## src/rtl/mcpwm_pkg.sv

```systemverilog
// Shared types and constants for the multi-channel PWM generator.
// Used by every module of the block; depends on nothing else.
`default_nettype none

package mcpwm_pkg;

  localparam int SLOTS = 8;
  localparam int CNT_W = 8;
  localparam int PCT_W = 8;
  localparam int CH_W  = 4;

  localparam logic KIND_TICK     = 1'b0;
  localparam logic KIND_SET_DUTY = 1'b1;

  typedef logic [CNT_W-1:0] cmp_t;
  typedef logic [PCT_W-1:0] pct_t;

  typedef struct packed {
    logic [SLOTS-1:0] pwm_bits;
    logic             period_start;
  } pwm_result_t;

endpackage

`default_nettype wire

```

## src/rtl/multi_channel_pwm_shadowed_core.sv

```systemverilog
// Top level of the multi-channel PWM generator with shadowed duty registers.
// Instantiates mcpwm_scale and mcpwm_outq; depends on mcpwm_pkg.
//
// Requests arrive on the input channel (in_valid, in_stall, kind, channel,
// duty_percent). A tick request advances the period counter, which wraps to
// zero after it reaches PERIOD_TOP, and yields one result on the output
// channel (out_valid, out_stall, pwm_bits, period_start). A set-duty request
// writes the scaled compare value into the channel's shadow register and
// yields no result; a channel at or above CHANNELS is ignored. Shadow values
// move to the active compare registers at the next wrap.
// Every request is handled in the cycle it is accepted; a tick's result
// lands in the output or skid register. One request per cycle unless stalled.
// The output register and a skid stage hold up to two results; when the
// receiver stalls and both are full, in_stall rises until the head is taken.
// Reset clears the counter, all compare registers, the pending flag and the
// result buffer; the block takes requests in the first cycle after reset.
`default_nettype none

module multi_channel_pwm_shadowed_core
  import mcpwm_pkg::*;
#(
  parameter int CHANNELS   = 8,
  parameter int PERIOD_TOP = 255,
  parameter int FULL_SCALE = 100
) (
  input  wire logic             clk,
  input  wire logic             rst,
  input  wire logic             in_valid,
  output logic                  in_stall,
  input  wire logic             kind,
  input  wire logic [CH_W-1:0]  channel,
  input  wire logic [PCT_W-1:0] duty_percent,
  output logic                  out_valid,
  input  wire logic             out_stall,
  output logic [SLOTS-1:0]      pwm_bits,
  output logic                  period_start
);

  localparam int IDX_W = (CHANNELS > 1) ? $clog2(CHANNELS) : 1;

  cmp_t        tick_counter;
  cmp_t        tick_counter_next;
  cmp_t        shadow_compare [CHANNELS];
  cmp_t        active_compare [CHANNELS];
  cmp_t        active_view    [CHANNELS];
  logic        update_pending;
  logic        accept;
  logic        do_tick;
  logic        do_set;
  logic        wrap;
  logic        full;
  cmp_t        scaled;
  logic [SLOTS-1:0] bits;
  pwm_result_t result;
  pwm_result_t head;

  assign in_stall = full;
  assign accept   = in_valid && !full;
  assign do_tick  = accept && (kind == KIND_TICK);
  assign do_set   = accept && (kind == KIND_SET_DUTY) && (channel < CH_W'(CHANNELS));

  mcpwm_scale #(
    .PERIOD_TOP (PERIOD_TOP),
    .FULL_SCALE (FULL_SCALE)
  ) u_scale (
    .duty_percent (duty_percent),
    .compare      (scaled)
  );

  assign wrap              = tick_counter >= cmp_t'(PERIOD_TOP);
  assign tick_counter_next = wrap ? '0 : tick_counter + cmp_t'(1);

  for (genvar i = 0; i < CHANNELS; i++) begin : g_view
    assign active_view[i] = (wrap && update_pending) ? shadow_compare[i] : active_compare[i];
  end

  for (genvar i = 0; i < SLOTS; i++) begin : g_bits
    if (i < CHANNELS) begin : g_used
      assign bits[i] = tick_counter_next < active_view[i];
    end else begin : g_unused
      assign bits[i] = 1'b0;
    end
  end

  assign result.pwm_bits     = bits;
  assign result.period_start = wrap;

  always_ff @(posedge clk) begin
    if (rst) begin
      tick_counter   <= '0;
      update_pending <= 1'b0;
      for (int i = 0; i < CHANNELS; i++) begin
        shadow_compare[i] <= '0;
        active_compare[i] <= '0;
      end
    end else if (do_tick) begin
      tick_counter <= tick_counter_next;
      if (wrap && update_pending) begin
        update_pending <= 1'b0;
        for (int i = 0; i < CHANNELS; i++) begin
          active_compare[i] <= shadow_compare[i];
        end
      end
    end else if (do_set) begin
      shadow_compare[channel[IDX_W-1:0]] <= scaled;
      update_pending                     <= 1'b1;
    end
  end

  mcpwm_outq u_outq (
    .clk        (clk),
    .rst        (rst),
    .push       (do_tick),
    .push_data  (result),
    .full       (full),
    .head_valid (out_valid),
    .head       (head),
    .head_stall (out_stall)
  );

  assign pwm_bits     = head.pwm_bits;
  assign period_start = head.period_start;

endmodule

`default_nettype wire

```

## src/rtl/mcpwm_scale.sv

```systemverilog
// Duty scaling: clamps a percentage to full scale and maps it to a compare value.
// A constant table built at elaboration; depends on mcpwm_pkg.
`default_nettype none

module mcpwm_scale
  import mcpwm_pkg::*;
#(
  parameter int PERIOD_TOP = 255,
  parameter int FULL_SCALE = 100
) (
  input  pct_t duty_percent,
  output cmp_t compare
);

  localparam int ENTRIES = 2 ** PCT_W;

  cmp_t scale_rom [ENTRIES];

  for (genvar g = 0; g < ENTRIES; g++) begin : g_rom
    localparam int CLAMPED = (g > FULL_SCALE) ? FULL_SCALE : g;
    localparam int SCALED  = (CLAMPED * PERIOD_TOP) / FULL_SCALE;
    assign scale_rom[g] = cmp_t'(SCALED);
  end

  assign compare = scale_rom[duty_percent];

endmodule

`default_nettype wire

```

## src/rtl/mcpwm_outq.sv

```systemverilog
// Two-entry result buffer: an output register with a skid stage behind it.
// Lets a new request in while a finished result waits; depends on mcpwm_pkg.
`default_nettype none

module mcpwm_outq
  import mcpwm_pkg::*;
(
  input  logic        clk,
  input  logic        rst,
  input  logic        push,
  input  pwm_result_t push_data,
  output logic        full,
  output logic        head_valid,
  output pwm_result_t head,
  input  logic        head_stall
);

  logic        skid_valid;
  pwm_result_t skid;
  logic        pop;

  assign pop  = head_valid && !head_stall;
  assign full = skid_valid;

  always_ff @(posedge clk) begin
    if (rst) begin
      head_valid <= 1'b0;
      skid_valid <= 1'b0;
    end else if (skid_valid) begin
      if (pop) begin
        head       <= skid;
        skid_valid <= 1'b0;
      end
    end else if (push) begin
      if (head_valid && !pop) begin
        skid       <= push_data;
        skid_valid <= 1'b1;
      end else begin
        head       <= push_data;
        head_valid <= 1'b1;
      end
    end else if (pop) begin
      head_valid <= 1'b0;
    end
  end

endmodule

`default_nettype wire

```

## config.mk

```make
export PLATFORM = sky130hd
export DESIGN_NAME = multi_channel_pwm_shadowed_core
export DESIGN_NICKNAME = d
export VERILOG_FILES = /design/src/rtl/mcpwm_pkg.sv /design/src/rtl/multi_channel_pwm_shadowed_core.sv /design/src/rtl/mcpwm_scale.sv /design/src/rtl/mcpwm_outq.sv
export SDC_FILE = /design/constraint.sdc
export NUM_CORES = 1
export LEC_CHECK = 0
export BUFFER_PORTS_ARGS = -buffer_cell sky130_fd_sc_hd__buf_2
export CAP_MARGIN = 20
export CORE_ASPECT_RATIO = 1.4
export CORE_MARGIN = 2
export CORE_UTILIZATION = 36
export CTS_BUF_LIST = sky130_fd_sc_hd__clkbuf_16
export CTS_CLUSTER_DIAMETER = 150
export DETAILED_ROUTE_END_ITERATION = 8
export SLEW_MARGIN = 40
export SYNTH_ARGS = -nofsm -noshare
export SYNTH_HDL_FRONTEND = slang
export SYNTH_HIERARCHICAL = 1
export SYNTH_SLANG_ARGS = --single-unit
```

## constraint.sdc

```tcl
create_clock -name clk -period 5.8 [get_ports clk]
set_input_delay 0.58 -clock clk [delete_from_list [all_inputs] [get_ports clk]]
set_output_delay 0.58 -clock clk [all_outputs]
set_load 0.1 [all_outputs]
```

==> impl_metrics.ini <==
[status]
status = finished, final reports clean

[worst_setup_path]
slowest_delay_ps = 550
r2r-end = u_outq/head[4]$_DFFE_PP_
arrival_ps = 4170
ff2ff_path_depth = 11
start_kind = register
cp_cell_sequence = ha_1 > and4_1 > and4_4 > buf_12 > buf_4 > mux2i_1 > ha_1 > a2111oi_0 > o21ai_0 > o32ai_1 > mux2_2
timing.rr.start = tick_counter[0]$_SDFFE_PP0P_
worstPathRequired_ps = 6090
slowest_stage = and4_4
critPathLaunch = tick_counter[0]$_SDFFE_PP0P_
crit_path_max_fanout = 28
cp_top_family = compound AO/OA/AOI/OAI gates
r2r_slack_ps = 1930
path_common_cell = ha_1
critPathBufInv = 2
end_kind = register
worstSetupPathType = reg -> reg

[sta]
skew_ps = 7.98
hold_slack_ps = 460
setup_viol = 0
hold_viol_final = 0
setup_ws_ps = 1930
post-route-min-period_ps = 3870
finalCritPeriodShare = 0.668
worst_pin_slew_ps = 884
max_clock_freq_ghz = 0.258
relSlewSlack = 0.410
slew_viol_final = 0
rsz0062_at_grt = no
finalSetupTns_ps = 0

[die]
io_pins = 28
die_w_um = 141
initial_core_util = 0.362
placementRows = 70
dieHeight_um = 195
core_mm2 = 0.0259
design.die.area_mm2 = 0.0274

[logic_synthesis]
synth_commonest_cells = edfxtp_1 (146), and2_1 (115), ha_1 (69)
syn_avg_cell_area_um2 = 11.8
synth_area_mm2 = 0.00939
synth.area.top_cells = edfxtp_1 (47%), ha_1 (9.2%), and2_1 (7.7%)
synth_compound_gate_area_share = 0.110
synthSimpleGateAreaFrac = 0.169
synthMuxAreaShare = 0.0948
synth_warnings = 6
synth.distinct_cells = 75
ys_seq_area_frac = 0.490
ys_async_sr_fraction = 0
synth_top_area_cell = edfxtp_1
synth_top_family_by_area = simple AND/OR/NAND/NOR gates
synth_xor_xnor_area_share = 0.00932
yosysMostFrequentCell = edfxtp_1
yosys.area.top_type_share = 0.467
yosys_register_bits = 157
synth-edff-count = 146
synth.net_count = 880
syn-instance-count = 794
synthAdderAreaFrac = 0.0919
synth_flop_cell = edfxtp_1

[layout]
layout-area-overhead-vs-synth_pct = 11.3
fin_nets = 901
drive_above_1_share = 0.146
final_util = 0.403
insertedDiodeCount = 0

[clock_tree]
cts_resized = 0
postCtsSetupBuffers = 0
cts-hold-fix-buffers = 0
clock_sinks = 157
cts_buffer_depth = 2
clk_latency_ps = 430
numCtsBuffers = 17
root_buffer = clkbuf_16
h-tree-depth = 4
cts_tree = yes
clkTransAtPathRegs_ps = 70

[flow_run]
drv_cap = 0

[global_routing]
grt_start_max_net_pins = 49
antenna_found_initial = 0
grt_pass1_vias = 6294
grt_first_pass_wirelength_mm = 33.5
track_usage = 0.158
overflow = 0

[power_and_ir_drop]
leakagePower_uw = 0.00372
p_total_uw = 2700
powerDensity_mw_per_mm2 = 259
irDropWorstVdd_uv = 218

[worst_hold_path]
min-delay-start = kind
hold_path_class = in -> reg
min_to = update_pending$_SDFFE_PP0P_
min_path_cells = 3

[place]
hpwl_mm = 14.3
gp_congestion = 0.814
io_buffers = 27
place_ws_ps = 2060

[detailed_routing]
routed_wirelength_mm = 21.0
dr.pass1.iters = 4
num_vias = 6211
vias_per_cell = 5.39
drtAntennaViolNets = 0
first_iter_violations = 373
wl_per_cell_um = 18.3
drc_errors = 0
## through the flow
step           area (um2)  std cells
2_1_floorplan        9390        794
3_3_place_gp         9760       1119
3_5_place_dp         9840       1120
4_1_cts             10400       1152
5_1_grt             10500       1152
6_report            10500       1152
## tightest hold or removal path: cells and delay by family
family | cells | cell delay [ps]
buf+inv | 1 | 120
compound gates | 2 | 140
## layout make-up
cell class / instances / area (um2)
multi-input combinational: 588 / 4560
tap: 324 / 405
inverter: 13 / 48.8
sequential: 157 / 4600
clock buffer: 17 / 425
clock inverter: 15 / 186
fill: 2444 / 15500
timing repair buffer: 38 / 230
## per-layer routing
metal,track usage,part of all wire,up-vias
li1,-,-,3028
met1,0.185,0.42,3023
met2,0.287,0.53,122
met3,0.0250,0.029,38
met4,0.0648,0.028,0
met5,0,0,-
## worst max-delay path by stage
stage / cells past startpoint / slack, ps / end
after floorplan: 4 / 2570 / active_compare[0][0]$_SDFFCE_PN0P_
after global placement: 10 / 2040 / u_outq/head[4]$_DFFE_PP_
after detailed placement: 11 / 2060 / u_outq/head[4]$_DFFE_PP_
after CTS: 11 / 2040 / u_outq/head[4]$_DFFE_PP_
after global routing: 11 / 1690 / u_outq/head[4]$_DFFE_PP_
final: 11 / 1930 / u_outq/head[4]$_DFFE_PP_
## state kept, by name, summed over array words and instances, names as in the netlist
name and cells:
shadow_compare 64, u_outq/head 9, tick_counter 8, u_outq/head_valid 1
active_compare 64, u_outq/skid 9, update_pending 1, u_outq/full 1
## power breakdown
part	switching (uW)	internal (uW)
clock	471	684
sequential	23.7	1290
combinational	158	81.0
total	652	2050
## logic make-up (layout without fill, tap and decap cells)
family          Yosys count  count (layout)
flops                   157             157
simple gates            272             272
compound gates          153             153
xor+xnor                 10              10
fa+ha+maj                69              69
buf+inv                  49              83
mux                      84              84
## layout by cell type, fill, tap and decap left out, types with 5 or more instances in the layout
| master | instances |
|---|---|
| a2111oi_0 | 9 |
| a211oi_1 | 19 |
| a21oi_1 | 27 |
| and2_1 | 115 |
| buf_2 | 27 |
| buf_4 | 10 |
| clkbuf_16 | 17 |
| dfxtp_1 | 11 |
| edfxtp_1 | 146 |
| ha_1 | 69 |
| inv_1 | 9 |
| inv_6 | 5 |
| mux2_2 | 15 |
| mux2i_1 | 65 |
| nand2_1 | 21 |
| nand2b_1 | 5 |
| nand3_1 | 14 |
| nand4_1 | 10 |
| nor2_1 | 40 |
| nor2b_1 | 26 |
| nor3_1 | 7 |
| o21ai_0 | 36 |
| o21ai_1 | 6 |
| o21bai_1 | 6 |
| o32ai_1 | 6 |
| or2_2 | 8 |
(Power assumes the default switching activity.)
